### config.mk
export PLATFORM = sky130hd
export DESIGN_NAME = source_tokenizer
export DESIGN_NICKNAME = d
export VERILOG_FILES = /design/src/hdl/stok_pkg.sv /design/src/hdl/stok_front.sv /design/src/hdl/stok_queue.sv /design/src/hdl/stok_back.sv /design/src/hdl/source_tokenizer.sv
export VERILOG_INCLUDE_DIRS = /design/src /design/src/hdl
export SDC_FILE = /design/constraint.sdc
export NUM_CORES = 1
export LEC_CHECK = 0
export BUFFER_PORTS_ARGS = -buffer_cell sky130_fd_sc_hd__buf_4
export CORE_AREA = 2 2 251 253
export CTS_CLUSTER_DIAMETER = 30
export DETAILED_ROUTE_END_ITERATION = 10
export DIE_AREA = 0 0 253 255
export PLACE_DENSITY_LB_ADDON = 0.2
export RECOVER_POWER = 50
export SETUP_SLACK_MARGIN = 0.15
export SYNTH_ARGS = -nofsm -noshare
export SYNTH_HDL_FRONTEND = slang
export SYNTH_SLANG_ARGS = --single-unit
### constraint.sdc
create_clock -name clk -period 10.4 [get_ports clk]
set_input_delay 0.52 -clock clk [delete_from_list [all_inputs] [get_ports clk]]
set_output_delay 0.52 -clock clk [all_outputs]
set_load 0.03 [all_outputs]
### src/hdl/assert_macros.svh
// assertion macros shared by the tokenizer rtl
// expects clk and rst_n in the scope where a macro is used
`ifndef ASSERT_MACROS_SVH
`define ASSERT_MACROS_SVH

// same-cycle implication, checked outside reset
`define ST_ASSERT_IMP(lbl, ante, cons, msg) \
    lbl: assert property (@(posedge clk) disable iff (!rst_n) (ante) |-> (cons)) \
        else $error(msg);

// next-cycle implication, checked outside reset
`define ST_ASSERT_NEXT(lbl, ante, cons, msg) \
    lbl: assert property (@(posedge clk) disable iff (!rst_n) (ante) |=> (cons)) \
        else $error(msg);

`endif

### src/hdl/stok_pkg.sv
// types, codes and character helpers for the source tokenizer
// no dependencies
`timescale 1ns / 1ps

package stok_pkg;

    localparam int OB = 16;                     // offset counter width
    localparam int Q_DEPTH = 4;                 // request groups held between front and back
    localparam int Q_PTR_W = $clog2(Q_DEPTH);
    localparam int Q_CNT_W = $clog2(Q_DEPTH + 1);
    localparam logic [OB-1:0] POS_MAX = '1;

    // scanner modes
    localparam logic [2:0] MODE_IDLE   = 3'd0;
    localparam logic [2:0] MODE_NUMBER = 3'd1;
    localparam logic [2:0] MODE_IDENT  = 3'd2;
    localparam logic [2:0] MODE_STRING = 3'd3;
    localparam logic [2:0] MODE_OPER   = 3'd4;
    localparam logic [2:0] MODE_DONE   = 3'd5;

    // token kinds
    localparam logic [2:0] KIND_IDENT   = 3'd0;
    localparam logic [2:0] KIND_KEYWORD = 3'd1;
    localparam logic [2:0] KIND_NUMBER  = 3'd2;
    localparam logic [2:0] KIND_STRING  = 3'd3;
    localparam logic [2:0] KIND_OPER    = 3'd4;
    localparam logic [2:0] KIND_ERROR   = 3'd5;
    localparam logic [2:0] KIND_END     = 3'd6;

    // keyword codes
    localparam logic [1:0] KW_FALSE = 2'd0;
    localparam logic [1:0] KW_TRUE  = 2'd1;
    localparam logic [1:0] KW_NULL  = 2'd2;
    localparam logic [1:0] KW_IF    = 2'd3;

    // characters with a role of their own
    localparam logic [7:0] CH_NUL    = 8'h00;
    localparam logic [7:0] CH_DQUOTE = 8'h22;
    localparam logic [7:0] CH_SQUOTE = 8'h27;
    localparam logic [7:0] CH_LT     = 8'h3C;
    localparam logic [7:0] CH_EQ     = 8'h3D;
    localparam logic [7:0] CH_GT     = 8'h3E;
    localparam logic [7:0] CH_BANG   = 8'h21;

    typedef struct packed {
        logic [7:0] source_byte;
        logic       final_byte;
    } src_t;

    typedef struct packed {
        logic [2:0]  token_kind;
        logic [15:0] start_offset;
        logic [15:0] token_length;
        logic [1:0]  keyword_code;
        logic        run_last;
    } tok_t;

    // all records caused by one source byte
    typedef struct packed {
        tok_t [2:0] recs;
        logic [1:0] cnt;
    } grp_t;

    typedef struct packed {
        logic full;
        logic empty;
    } q_stat_t;

    function automatic logic is_digit(input logic [7:0] b);
        return b inside {[8'h30:8'h39]};
    endfunction

    function automatic logic is_alpha(input logic [7:0] b);
        return b inside {[8'h41:8'h5A], [8'h61:8'h7A]};
    endfunction

    function automatic logic is_space(input logic [7:0] b);
        return b inside {8'h20, [8'h09:8'h0D]};
    endfunction

    // { } : + - * / ( ) < > ! = , ;
    function automatic logic is_oper(input logic [7:0] b);
        return b inside {8'h7B, 8'h7D, 8'h3A, 8'h2B, 8'h2D, 8'h2A, 8'h2F, 8'h28, 8'h29,
                         CH_LT, CH_GT, CH_BANG, CH_EQ, 8'h2C, 8'h3B};
    endfunction

    // operators that may take a trailing '='
    function automatic logic is_oper_pair(input logic [7:0] b);
        return b inside {CH_LT, CH_GT, CH_EQ, CH_BANG};
    endfunction

    function automatic logic [2:0] kw_len(input logic [1:0] k);
        logic [2:0] l;
        case (k)
            KW_FALSE: l = 3'd5;
            KW_TRUE:  l = 3'd4;
            KW_NULL:  l = 3'd4;
            default:  l = 3'd2;
        endcase
        return l;
    endfunction

    // letters of "false", "true", "null", "if"
    function automatic logic [7:0] kw_char(input logic [1:0] k, input logic [2:0] i);
        logic [7:0] c;
        c = CH_NUL;
        case (k)
            KW_FALSE: case (i)
                3'd0: c = 8'h66;
                3'd1: c = 8'h61;
                3'd2: c = 8'h6C;
                3'd3: c = 8'h73;
                3'd4: c = 8'h65;
                default: c = CH_NUL;
            endcase
            KW_TRUE: case (i)
                3'd0: c = 8'h74;
                3'd1: c = 8'h72;
                3'd2: c = 8'h75;
                3'd3: c = 8'h65;
                default: c = CH_NUL;
            endcase
            KW_NULL: case (i)
                3'd0: c = 8'h6E;
                3'd1: c = 8'h75;
                3'd2: c = 8'h6C;
                3'd3: c = 8'h6C;
                default: c = CH_NUL;
            endcase
            default: case (i)
                3'd0: c = 8'h69;
                3'd1: c = 8'h66;
                default: c = CH_NUL;
            endcase
        endcase
        return c;
    endfunction

    function automatic logic [OB-1:0] pos_inc(input logic [OB-1:0] p);
        return (p == POS_MAX) ? p : p + 1'b1;
    endfunction

    function automatic logic [OB-1:0] span(input logic [OB-1:0] ts, input logic [OB-1:0] e);
        return (e >= ts) ? e - ts : '0;
    endfunction

    function automatic logic [15:0] clamp16(input logic [OB-1:0] v);
        logic [OB+15:0] w;
        w = {16'd0, v};
        if (w > (OB+16)'(17'h0FFFF))
            return 16'hFFFF;
        return w[15:0];
    endfunction

    function automatic tok_t make_rec(input logic [2:0] kind, input logic [OB-1:0] start,
                                      input logic [OB-1:0] len, input logic [1:0] code);
        tok_t r;
        r.token_kind   = kind;
        r.start_offset = clamp16(start);
        r.token_length = clamp16(len);
        r.keyword_code = code;
        r.run_last     = 1'b0;
        return r;
    endfunction

    function automatic logic mode_open(input logic [2:0] m);
        return m inside {MODE_NUMBER, MODE_IDENT, MODE_STRING, MODE_OPER};
    endfunction

    // record for the token open in mode m, ending just before position e
    function automatic tok_t close_rec(input logic [2:0] m, input logic [OB-1:0] ts,
                                       input logic [3:0] kc, input logic [OB-1:0] e);
        tok_t r;
        logic [OB-1:0] len;
        logic hit;
        logic [1:0] code;
        len = span(ts, e);
        hit = 1'b0;
        code = KW_FALSE;
        for (int k = 3; k >= 0; k--) begin
            if (kc[k] && len == OB'(kw_len(2'(k)))) begin
                hit = 1'b1;
                code = 2'(k);
            end
        end
        case (m)
            MODE_NUMBER: r = make_rec(KIND_NUMBER, ts, len, KW_FALSE);
            MODE_IDENT:  r = hit ? make_rec(KIND_KEYWORD, ts, len, code)
                                 : make_rec(KIND_IDENT, ts, len, KW_FALSE);
            MODE_STRING: r = make_rec(KIND_STRING, ts, len, KW_FALSE);
            default:     r = make_rec(KIND_OPER, ts, OB'(1), KW_FALSE);
        endcase
        return r;
    endfunction

endpackage

### src/hdl/stok_front.sv
// scanner front end: takes one source byte per cycle unless the queue is full,
// keeps the scan state, writes that byte's records as one group; uses stok_pkg
`timescale 1ns / 1ps

module stok_front (
    input  logic              clk,
    input  logic              rst_n,
    input  logic              src_valid,
    output logic              src_stall,
    input  stok_pkg::src_t    src,
    input  stok_pkg::q_stat_t q_stat,
    output logic              push,
    output stok_pkg::grp_t    push_grp
);
    import stok_pkg::*;

    logic [2:0]    mode_reg, mode_next;
    logic          qs_reg, qs_next;
    logic [OB-1:0] pos_reg, pos_next;
    logic [OB-1:0] ts_reg, ts_next;
    logic [3:0]    kc_reg, kc_next;

    logic          accept;
    logic [7:0]    b;
    logic [OB-1:0] p;
    logic [OB-1:0] idx;
    logic          fresh;
    logic [1:0]    n_v;
    tok_t [2:0]    recs_v;

    assign src_stall = q_stat.full;
    assign accept    = src_valid && !q_stat.full;

    always_comb
    begin
        mode_next = mode_reg;
        qs_next   = qs_reg;
        ts_next   = ts_reg;
        kc_next   = kc_reg;
        b         = src.source_byte;
        p         = pos_reg;
        idx       = span(ts_reg, pos_reg);
        fresh     = 1'b0;
        n_v       = 2'd0;
        recs_v    = '0;

        // continue or close the open token
        case (mode_reg)
            MODE_NUMBER:
                if (!is_digit(b))
                    fresh = 1'b1;
            MODE_IDENT:
                if (is_digit(b) || is_alpha(b))
                begin
                    for (int k = 0; k < 4; k++)
                        if (idx >= OB'(kw_len(2'(k))) || kw_char(2'(k), idx[2:0]) != b)
                            kc_next[k] = 1'b0;
                end
                else
                    fresh = 1'b1;
            MODE_STRING:
                if (b == CH_NUL)
                    fresh = 1'b1;
                else if (b == (qs_reg ? CH_SQUOTE : CH_DQUOTE))
                begin
                    recs_v[n_v] = close_rec(mode_reg, ts_reg, kc_reg, p);
                    n_v = n_v + 2'd1;
                    mode_next = MODE_IDLE;
                end
            MODE_OPER:
                if (b == CH_EQ)
                begin
                    recs_v[n_v] = make_rec(KIND_OPER, ts_reg, OB'(2), KW_FALSE);
                    n_v = n_v + 2'd1;
                    mode_next = MODE_IDLE;
                end
                else
                    fresh = 1'b1;
            MODE_DONE:
                fresh = 1'b0;
            default:
                fresh = 1'b1;
        endcase

        // a byte that cannot extend the token closes it and is scanned afresh
        if (fresh && mode_open(mode_reg))
        begin
            recs_v[n_v] = close_rec(mode_reg, ts_reg, kc_reg, p);
            n_v = n_v + 2'd1;
            mode_next = MODE_IDLE;
        end

        if (fresh && !is_space(b))
        begin
            if (b == CH_NUL)
            begin
                recs_v[n_v] = make_rec(KIND_END, p, '0, KW_FALSE);
                n_v = n_v + 2'd1;
                mode_next = MODE_DONE;
            end
            else if (is_oper(b))
            begin
                if (is_oper_pair(b))
                begin
                    mode_next = MODE_OPER;
                    ts_next = p;
                end
                else
                begin
                    recs_v[n_v] = make_rec(KIND_OPER, p, OB'(1), KW_FALSE);
                    n_v = n_v + 2'd1;
                end
            end
            else if (b == CH_DQUOTE || b == CH_SQUOTE)
            begin
                mode_next = MODE_STRING;
                qs_next = (b == CH_SQUOTE);
                ts_next = pos_inc(p);
            end
            else if (is_digit(b))
            begin
                mode_next = MODE_NUMBER;
                ts_next = p;
            end
            else if (is_alpha(b))
            begin
                mode_next = MODE_IDENT;
                ts_next = p;
                for (int k = 0; k < 4; k++)
                    kc_next[k] = (kw_char(2'(k), 3'd0) == b);
            end
            else
            begin
                recs_v[n_v] = make_rec(KIND_ERROR, p, OB'(1), KW_FALSE);
                n_v = n_v + 2'd1;
                mode_next = MODE_DONE;
            end
        end

        pos_next = pos_inc(p);

        // final_byte: unless done, flush open token, add end record; restart
        if (src.final_byte)
        begin
            if (mode_next != MODE_DONE)
            begin
                if (mode_open(mode_next) && n_v != 2'd3)
                begin
                    recs_v[n_v] = close_rec(mode_next, ts_next, kc_next, pos_next);
                    n_v = n_v + 2'd1;
                end
                if (n_v != 2'd3)
                begin
                    recs_v[n_v] = make_rec(KIND_END, pos_next, '0, KW_FALSE);
                    n_v = n_v + 2'd1;
                end
            end
            mode_next = MODE_IDLE;
            qs_next   = 1'b0;
            pos_next  = '0;
            ts_next   = '0;
            kc_next   = 4'hF;
        end

        if (n_v != 2'd0)
            recs_v[n_v - 2'd1].run_last = 1'b1;
    end

    assign push          = accept && (n_v != 2'd0);
    assign push_grp.recs = recs_v;
    assign push_grp.cnt  = n_v;

    always_ff @(posedge clk or negedge rst_n)
    begin
        if (!rst_n)
        begin
            mode_reg <= MODE_IDLE;
            qs_reg   <= 1'b0;
            pos_reg  <= '0;
            ts_reg   <= '0;
            kc_reg   <= 4'hF;
        end
        else if (accept)
        begin
            mode_reg <= mode_next;
            qs_reg   <= qs_next;
            pos_reg  <= pos_next;
            ts_reg   <= ts_next;
            kc_reg   <= kc_next;
        end
    end

endmodule

### src/hdl/stok_queue.sv
// short queue of record groups between the scanner and the output side
// uses stok_pkg
`timescale 1ns / 1ps

module stok_queue (
    input  logic              clk,
    input  logic              rst_n,
    input  logic              push,
    input  stok_pkg::grp_t    push_grp,
    input  logic              pop,
    output stok_pkg::grp_t    head,
    output stok_pkg::q_stat_t q_stat
);
    import stok_pkg::*;

    grp_t               ent_reg [Q_DEPTH];
    logic [Q_PTR_W-1:0] wr_reg, wr_next;
    logic [Q_PTR_W-1:0] rd_reg, rd_next;
    logic [Q_CNT_W-1:0] cnt_reg, cnt_next;
    logic               do_push, do_pop;

    assign q_stat.full  = (cnt_reg == Q_CNT_W'(Q_DEPTH));
    assign q_stat.empty = (cnt_reg == '0);
    assign head         = ent_reg[rd_reg];

    assign do_push = push && !q_stat.full;
    assign do_pop  = pop && !q_stat.empty;

    always_comb
    begin
        wr_next  = do_push ? wr_reg + 1'b1 : wr_reg;
        rd_next  = do_pop ? rd_reg + 1'b1 : rd_reg;
        cnt_next = cnt_reg + Q_CNT_W'(do_push) - Q_CNT_W'(do_pop);
    end

    always_ff @(posedge clk)
    begin
        if (do_push)
            ent_reg[wr_reg] <= push_grp;
    end

    always_ff @(posedge clk or negedge rst_n)
    begin
        if (!rst_n)
        begin
            wr_reg  <= '0;
            rd_reg  <= '0;
            cnt_reg <= '0;
        end
        else
        begin
            wr_reg  <= wr_next;
            rd_reg  <= rd_next;
            cnt_reg <= cnt_next;
        end
    end

endmodule

### src/hdl/stok_back.sv
// output side: walks the records of the head group one per cycle, unless tok
// stalls, into an output register; uses stok_pkg
`timescale 1ns / 1ps

module stok_back (
    input  logic              clk,
    input  logic              rst_n,
    input  stok_pkg::q_stat_t q_stat,
    input  stok_pkg::grp_t    head,
    output logic              pop,
    output logic              tok_valid,
    input  logic              tok_stall,
    output stok_pkg::tok_t    tok
);
    import stok_pkg::*;

    logic       valid_reg, valid_next;
    tok_t       tok_reg, tok_next;
    logic [1:0] sel_reg, sel_next;
    logic       load;
    logic       last_in_grp;

    // output register is free when empty or being taken this cycle
    assign load        = (!valid_reg || !tok_stall) && !q_stat.empty;
    assign last_in_grp = (sel_reg == head.cnt - 2'd1);
    assign pop         = load && last_in_grp;

    always_comb
    begin
        valid_next = valid_reg;
        tok_next   = tok_reg;
        sel_next   = sel_reg;
        if (!valid_reg || !tok_stall)
            valid_next = 1'b0;
        if (load)
        begin
            valid_next = 1'b1;
            tok_next   = head.recs[sel_reg];
            sel_next   = last_in_grp ? 2'd0 : sel_reg + 2'd1;
        end
    end

    always_ff @(posedge clk or negedge rst_n)
    begin
        if (!rst_n)
        begin
            valid_reg <= 1'b0;
            sel_reg   <= 2'd0;
        end
        else
        begin
            valid_reg <= valid_next;
            sel_reg   <= sel_next;
        end
    end

    always_ff @(posedge clk)
    begin
        tok_reg <= tok_next;
    end

    assign tok_valid = valid_reg;
    assign tok       = tok_reg;

endmodule

### src/hdl/source_tokenizer.sv
// source tokenizer top level: scanner front, group queue and output side
// uses stok_pkg, stok_front, stok_queue, stok_back and assert_macros.svh
//
// usage
//   src channel: one source byte per request (source_byte, final_byte). a zero
//   byte ends the source; final_byte marks the last byte and restarts the
//   scanner at position 0 for the next source.
//   tok channel: one token record per request (kind, start offset, length,
//   keyword code, run_last on the last record caused by a byte).
//   a record passes from the scanner through the queue into the output
//   register; a byte may cause zero to three records.
//   throughput: one byte per cycle in while the queue is not full, one
//   record per cycle out while tok is not stalled; the four-group queue
//   between scanner and output register absorbs bursts of records.
//   src_stall rises only when the queue is full, so a stall on tok backs up
//   into the queue first and then into the source.
//   reset: scanner idle at position 0, queue empty, no record valid.
`timescale 1ns / 1ps
`include "assert_macros.svh"

module source_tokenizer (
    input  logic           clk,
    input  logic           rst_n,
    input  logic           src_valid,
    output logic           src_stall,
    input  stok_pkg::src_t src,
    output logic           tok_valid,
    input  logic           tok_stall,
    output stok_pkg::tok_t tok
);
    import stok_pkg::*;

    q_stat_t q_stat;
    grp_t    push_grp;
    grp_t    head;
    logic    push;
    logic    pop;

    stok_front u_front (
        .clk       (clk),
        .rst_n     (rst_n),
        .src_valid (src_valid),
        .src_stall (src_stall),
        .src       (src),
        .q_stat    (q_stat),
        .push      (push),
        .push_grp  (push_grp)
    );

    stok_queue u_queue (
        .clk      (clk),
        .rst_n    (rst_n),
        .push     (push),
        .push_grp (push_grp),
        .pop      (pop),
        .head     (head),
        .q_stat   (q_stat)
    );

    stok_back u_back (
        .clk       (clk),
        .rst_n     (rst_n),
        .q_stat    (q_stat),
        .head      (head),
        .pop       (pop),
        .tok_valid (tok_valid),
        .tok_stall (tok_stall),
        .tok       (tok)
    );

    // end and error records always close the run of their byte
    `ST_ASSERT_IMP(a_end_last, tok_valid && tok.token_kind == KIND_END, tok.run_last, "end record not last")
    `ST_ASSERT_IMP(a_err_shape, tok_valid && tok.token_kind == KIND_ERROR, tok.run_last && tok.token_length == 16'd1, "bad error record")
    // keyword length must match its code
    `ST_ASSERT_IMP(a_kw_len, tok_valid && tok.token_kind == KIND_KEYWORD, (tok.keyword_code == KW_FALSE && tok.token_length == 16'd5) || (tok.keyword_code == KW_TRUE && tok.token_length == 16'd4) || (tok.keyword_code == KW_NULL && tok.token_length == 16'd4) || (tok.keyword_code == KW_IF && tok.token_length == 16'd2), "keyword length mismatch")
    // a waiting group is picked up by a free output register
    `ST_ASSERT_NEXT(a_drain, !q_stat.empty && !tok_valid, tok_valid, "queue not drained")

endmodule
After elaboration in Yosys (flattened, before gate mapping)
Memory sizes are Yosys's and may differ from the RTL's.
Index checks and enable logic that the tools add are counted.
{"block": "word_totals", "mem_bits_rw": 464, "output_inout_bits": 40, "register_bits": 88, "wordCells": 353, "memories": 1}
{"memory": "u_queue.ent_reg", "words": 4, "word_bits": 116, "read_ports": 1, "rd_clocked_by_memory_dff": 0, "wr": 1, "line_no": "stok_queue.sv:16", "rtl": "grp_t ent_reg [Q_DEPTH];"}
{"block": "op_classes", "order_cmp": 24, "n_mux": 192, "eq_ne": 54, "add_sub_neg": 14, "n_reduce_logical": 53}
{"operator": "two-way mux 114 bit", "n": 15}
{"operator": "bitwise mux 114 bit", "n": 7}
{"operator": "two-way mux 38 bit", "n": 11}
{"operator": "demux 38 bit (select 2 bit)", "n": 5}
{"operator": "two-way mux 8 bit", "n": 32}
{"operator": "case mux 38 bit (3 select lines)", "n": 2}
{"operator": "two-way mux 16 bit", "n": 12}
{"operator": "== test 8 x 6 -> 1 bit, second input constant", "n": 16}
{"operator": "== test 16 x 3 -> 1 bit", "n": 6}
{"operator": "two-way mux 3 bit", "n": 31}
{"operator": "binary-select mux 38 bit (select 2 bit)", "n": 1}
{"operator": "case mux 38 bit (2 select lines)", "n": 1}
{"operator": "two-way mux 36 bit", "n": 2}
{"operator": "greater-or-equal comparator 16 x 3 -> 1 bit", "n": 3}
{"operator": "two-way mux 2 bit", "n": 24}
{"operator": "== test 8 bit", "n": 5}
{"operator": "two-way mux 37 bit", "n": 1}
{"operator": "two-way mux 4 bit", "n": 9}
{"operator": "case mux 7 bit (5 select lines)", "n": 1}
{"operator": "greater-or-equal comparator 16 bit", "n": 2}
{"operator": "two-way mux 1 bit", "n": 32}
{"operator": "inequality test 8 bit", "n": 4}
{"operator": "subtractor 16 bit", "n": 2}
{"operator": "case mux 7 bit (4 select lines)", "n": 1}
{"operator": "other kinds (36)", "n": 112}

Depth between registers and ports, before layout
{"block": "depth", "word_depth": 44, "mapped_depth": 25}

Hierarchy
A second synthesis with hierarchy kept.
{"block": "unflattened", "cells_unflattened": 2089, "area_unflattened_um2": 27836.7}
{"mod": "stok_queue", "n_inst": 1, "seq_area_each_um2": 14108.5, "cells_per_inst": 647, "area_per_inst_um2": 17157.7}
{"mod": "stok_front", "n_inst": 1, "seq_area_each_um2": 1006.0, "cells_per_inst": 1257, "area_per_inst_um2": 8486.9}
{"mod": "stok_back", "n_inst": 1, "seq_area_each_um2": 1216.2, "cells_per_inst": 185, "area_per_inst_um2": 2192.1}

Least setup slack after synthesis
Ideal clock, no wire load.
{"block": "synth_path", "path_type": "input to register", "start": "input port src[4] (netlist name)", "end": "memory u_queue.ent_reg[0][0] (netlist name), enable pin", "cell_stages": 14, "setup_ps": 489, "path_slack_ps": 3870, "arrival_time_ps": 6042, "required_ps": 9911, "path_cell_list": "buf_6 -> or4_4 -> o221ai_4 -> and2_1 -> nor2_1 -> nand2_1 -> inv_1 -> ha_1 -> and2_1 -> clkbuf_1 -> nor2_1 -> inv_1 -> a31oi_1 -> and2_1"}
{"block": "synth_between", "elab_chain_len": 29, "elab_cells_between_ends": 94}
{"item": "start, declared", "line_no": "source_tokenizer.sv:26", "rtl": "input stok_pkg::src_t src,"}
{"item": "branches (longest 23 deep; another with greater-or-equal comparator 8 x 7 -> 1 bit)"}
{"item": "two-way mux 2 bit (*)", "line_no": "stok_front.sv:143", "rtl": "if (src.final_byte)"}
{"item": "nonzero test 2 bit (*)", "line_no": "stok_front.sv:169", "rtl": "assign push = accept && (n_v != 2'd0);"}
{"item": "logical AND 1 bit (*)", "line_no": "stok_front.sv:169"}
{"item": "logical AND 1 bit (*)", "line_no": "stok_queue.sv:26", "rtl": "assign do_push = push && !q_stat.full;"}
{"item": "via u_queue.do_push", "line_no": "stok_queue.sv:20", "rtl": "logic do_push, do_pop;"}
{"item": "two-way mux 1 bit (*)", "line_no": "stok_queue.sv:38", "rtl": "if (do_push)"}
{"item": "two-way mux 1 bit (not written as such) (*)", "line_no": "stok_queue.sv:39", "rtl": "ent_reg[wr_reg] <= push_grp;"}
{"item": "end, declared", "line_no": "stok_queue.sv:16"}
Mark *: on every way through the listed nets, which the timed path passes. The select of a mux whose other input is x is not followed.

Worst setup path after layout
{"block": "layout_path", "start": "register u_front.mode_reg[1]", "end": "memory u_queue.ent_reg[1][80] (netlist name), enable pin"}
{"block": "layout_between", "elab_chain_len": 25, "elab_cells_between_ends": 51}
{"item": "start, declared", "line_no": "stok_front.sv:17", "rtl": "logic [2:0] mode_reg, mode_next;"}
{"item": "start signal, assigned", "line_no": "stok_front.sv:185", "rtl": "mode_reg <= mode_next;"}
{"item": "branches (longest 19 deep; another with adder 2 x 1 -> 2 bit)"}
{"item": "two-way mux 2 bit (*)", "line_no": "stok_front.sv:143"}
{"item": "nonzero test 2 bit (*)", "line_no": "stok_front.sv:169"}
{"item": "logical AND 1 bit (*)", "line_no": "stok_front.sv:169"}
{"item": "logical AND 1 bit (*)", "line_no": "stok_queue.sv:26"}
{"item": "via u_queue.do_push", "line_no": "stok_queue.sv:20"}
{"item": "two-way mux 1 bit (*)", "line_no": "stok_queue.sv:38"}
{"item": "two-way mux 1 bit (not written as such) (*)", "line_no": "stok_queue.sv:39"}
Marked as above.

==> run_results.csv <==
group,metric,value,unit
synth,ys_ff_latch,552,
synth,synthArstFlopShare,9.058,%
timing,finClkSkew,0.04020,ns
die,die_area,64520,um2
power_and_ir_drop,comb_power_share,40.6,%
timing,fmax,0.1304,GHz
critical_path,required,10.68,ns
timing,period_share,73.76,%
critical_path,cp_data_arrival_time,7.95,ns
final_layout,layout_common_cells,"502 x edfxtp_1, 192 x nand2_1, 132 x o21ai_0, 122 x a21oi_1, 118 x nor2_1",
clocking,root_buffer,"clkbuf_16",
synth,yosys_warnings,0,
drt,drtIter0Drc,1798,
placed_design,numPortBuffers,52,
drt,vias,19350,
drt,wl,85110,um
synth,synth.avg_cell_area,13.08,um2
final_layout,fin_cells,3050,
critical_path,reg2reg_slack,2.73,ns
timing,slew_viol_final,325,
timing,period_minus_slack,7.671,ns
final_layout,largest_reg_flops,464,
die,initial_core_util,44.18,%
final_layout,final_common_cell,"edfxtp_1",
power_and_ir_drop,clkPwrFrac,29.8,%
placed_design,dp.cells,2846,
timing,setup_tns,0,ns
timing,slew-limit-headroom,-122.1,%
die,fp.coreArea,62160,um2
timing,hold_viol,0,
synth,synth_flop_cell,"edfxtp_1",
drt,dr.pass1.iters,6,
clocking,cts_setup_buffers,0,
run_status,violations,"max-capacitance violations, max-slew violations",
power_and_ir_drop,switching_share,39.64,%
timing,setup-violations-final,0,
synth,synth-edff-count,502,
power_and_ir_drop,p_int,7.370,mW
drt,post_drt_wl_per_cell,27.90,um
synth,synth_fp_nets,2161,
critical_path,startpoint_type,"register",
final_layout,nNetsFinal,2218,
power_and_ir_drop,vdd_ir_drop_max,0.2185,mV
run_status,status,"finished, violations left",
timing,rsz0062_at_grt,"no",
clocking,clock-sinks,552,
synth,seq_area_frac_synth,59.47,%
synth,netlist-cell-type-count,110,
final_layout,n_antenna_cell,0,
clocking,h-tree-depth,3,
power_and_ir_drop,p_switching,4.840,mW
final_layout,final_util,51.98,%
placed_design,post-dp-hpwl,56770,um
die,num_io_pins,53,
drt,avgViaCountPerCell,6.345,
global_routing,grt_usage,26.31,%
critical_path,critPathKind,"reg2reg",
hold_path,hp-class,"in2reg",
global_routing,grt_max_degree,98,
power_and_ir_drop,seqPwrFrac,29.5,%
timing,tightest_slew,3.331,ns
global_routing,grt_pass1_wl,124600,um
clocking,clkTransAtPathRegs,0.05,ns
final_layout,drive_gt1_share,17.19,%
critical_path,critPathMaxFanout,83,
hold_path,min_path_cells,3,
die,die_h,255,um
die,num_rows,92,
final_layout,multi_input_area,10290,um2
critical_path,end_kind,"register",
clocking,numCtsBuffers,107,
final_layout,regArea,16340,um2
placed_design,place_congestion,1.001,
die,die_w,253,um
global_routing,antenna_found_initial,1,
drt,drc_errors,0,
clocking,insertion_delay,0.67,ns
final_layout,fillers,5287,
power_and_ir_drop,cellPowerDensity,377.9,nW/um2
clocking,clk_path_buf_depth,3,
final_layout,area_delta_synth_final,17.65,%
clocking,cts_tree,"built",
global_routing,grt_pass1_vias,19020,
synth,syn_area,27460,um2
critical_path,worst_r2r_path_depth,14,
global_routing,overflow,0,
power_and_ir_drop,p_leak,11.25,nW
synth,synthCells,2100,
drt,ant_nets,0,
flow_run,drv_cap,10,
-- worst max-delay path: stages (launching register included) --
cell      delay (ns)
dfrtp_1         0.51
nor3b_1         0.35
a21boi_0        0.32
and2_0          0.36
nor2_1          0.15
nand2_1         0.22
inv_1           0.07
ha_1            0.30
and2_0          0.65
nor2_1          0.65
inv_1           0.18
a31oi_1         0.20
clkbuf_1        0.50
and2_0          2.23
buf_12          0.42
-- synth_stat cells (18+ instances only) --
master	instances	area, um2
edfxtp_1	502	15070
nand2_1	192	720.7
o21ai_0	127	635.6
a21oi_1	122	610.6
nor2_1	118	442.9
mux4_2	116	2613
clkbuf_1	98	367.9
inv_1	70	262.8
o22ai_1	62	387.9
nor3_1	49	245.2
dfrtp_1	46	1151
ha_1	46	575.6
mux2i_1	45	450.4
nand3_1	36	180.2
and3_1	25	156.4
xnor2_1	22	192.7
a31oi_1	21	131.4
and2_1	21	131.4
buf_2	19	95.09
a21o_1	18	135.1
-- repair_timing --
| item | in CTS | in global routing |
|---|---|---|
| gates resized for setup | 0 | 0 |
| endpoints found under the hold margin | 43 | 0 |
| hold buffers | 1 | 0 |
-- final timing paths --
kind,start,to
worst max-delay path,u_front.mode_reg[1],u_queue.ent_reg[1][80]
worst min-delay path,tok_stall,u_back.tok_valid
worst max register to register,u_front.mode_reg[1],u_queue.ent_reg[1][80]
worst min register to register,u_queue.cnt_reg[2],u_queue.cnt_reg[2]
max in group asynchronous,rst_n,u_queue.rd_reg[0]
min in group asynchronous,rst_n,u_queue.rd_reg[1]
-- cell type report --
| class | instances | share of cell area, % |
|---|---|---|
| clock inverters | 77 | 3.381 |
| clock buffers | 126 | 8.601 |
| well taps | 799 | 3.094 |
| repair buffers | 90 | 1.684 |
| multi-input cells | 1335 | 31.85 |
| inverters | 71 | 0.8248 |
| flip-flops and latches | 552 | 50.57 |
-- metrics by stage --
step / area, um2 / setup WS, ns / hold WS, ns / total power, mW
6_report: 32310 / 2.729 / 0.1006 / 12.21
3_5_place_dp: 28640 / 3.129 / 0.4951 / 8.596
5_1_grt: 32310 / 2.169 / 0.1116 / 12.74
2_1_floorplan: 27460 / 3.870 / 0.2244 / 6.849
3_3_place_gp: 28640 / 3.224 / 0.4767 / 8.560
4_1_cts: 32520 / 3.087 / 0.07145 / 12.27
-- cells by family (layout without fill, tap and decap cells) --
| kind of cell | after synthesis | after routing | share of synthesized area (%) |
|---|---|---|---|
| and+or+nand+nor | 553 | 553 | 9.809 |
| buffers and inverters | 213 | 364 | 3.166 |
| muxes | 162 | 162 | 11.19 |
| DFF | 552 | 552 | 59.47 |
| AOI/OAI and AO/OA | 537 | 537 | 12.98 |
| adders and majority gates | 48 | 48 | 2.242 |
| xor gates and xnor gates | 35 | 35 | 1.144 |
-- power groups by stage --
stage	Combinational, mW	Sequential [mW]	Clock [mW]
5_1_grt	5.29	3.66	3.79
3_3_place_gp	4.96	3.60	0
6_report	4.96	3.61	3.64
2_1_floorplan	3.17	3.68	0
3_5_place_dp	4.96	3.63	0
4_1_cts	4.99	3.60	3.69
-- routing by layer --
metal / global-route usage, % / part of all wire [%] / up-vias
li1: - / - / 8390
met1: 37.19 / 43 / 9903
met2: 39.97 / 45 / 893
met3: 4.892 / 7.7 / 165
met4: 11.45 / 4.0 / 2
met5: 0 / 0.013 / -
Power figures use the tool's default switching activity.
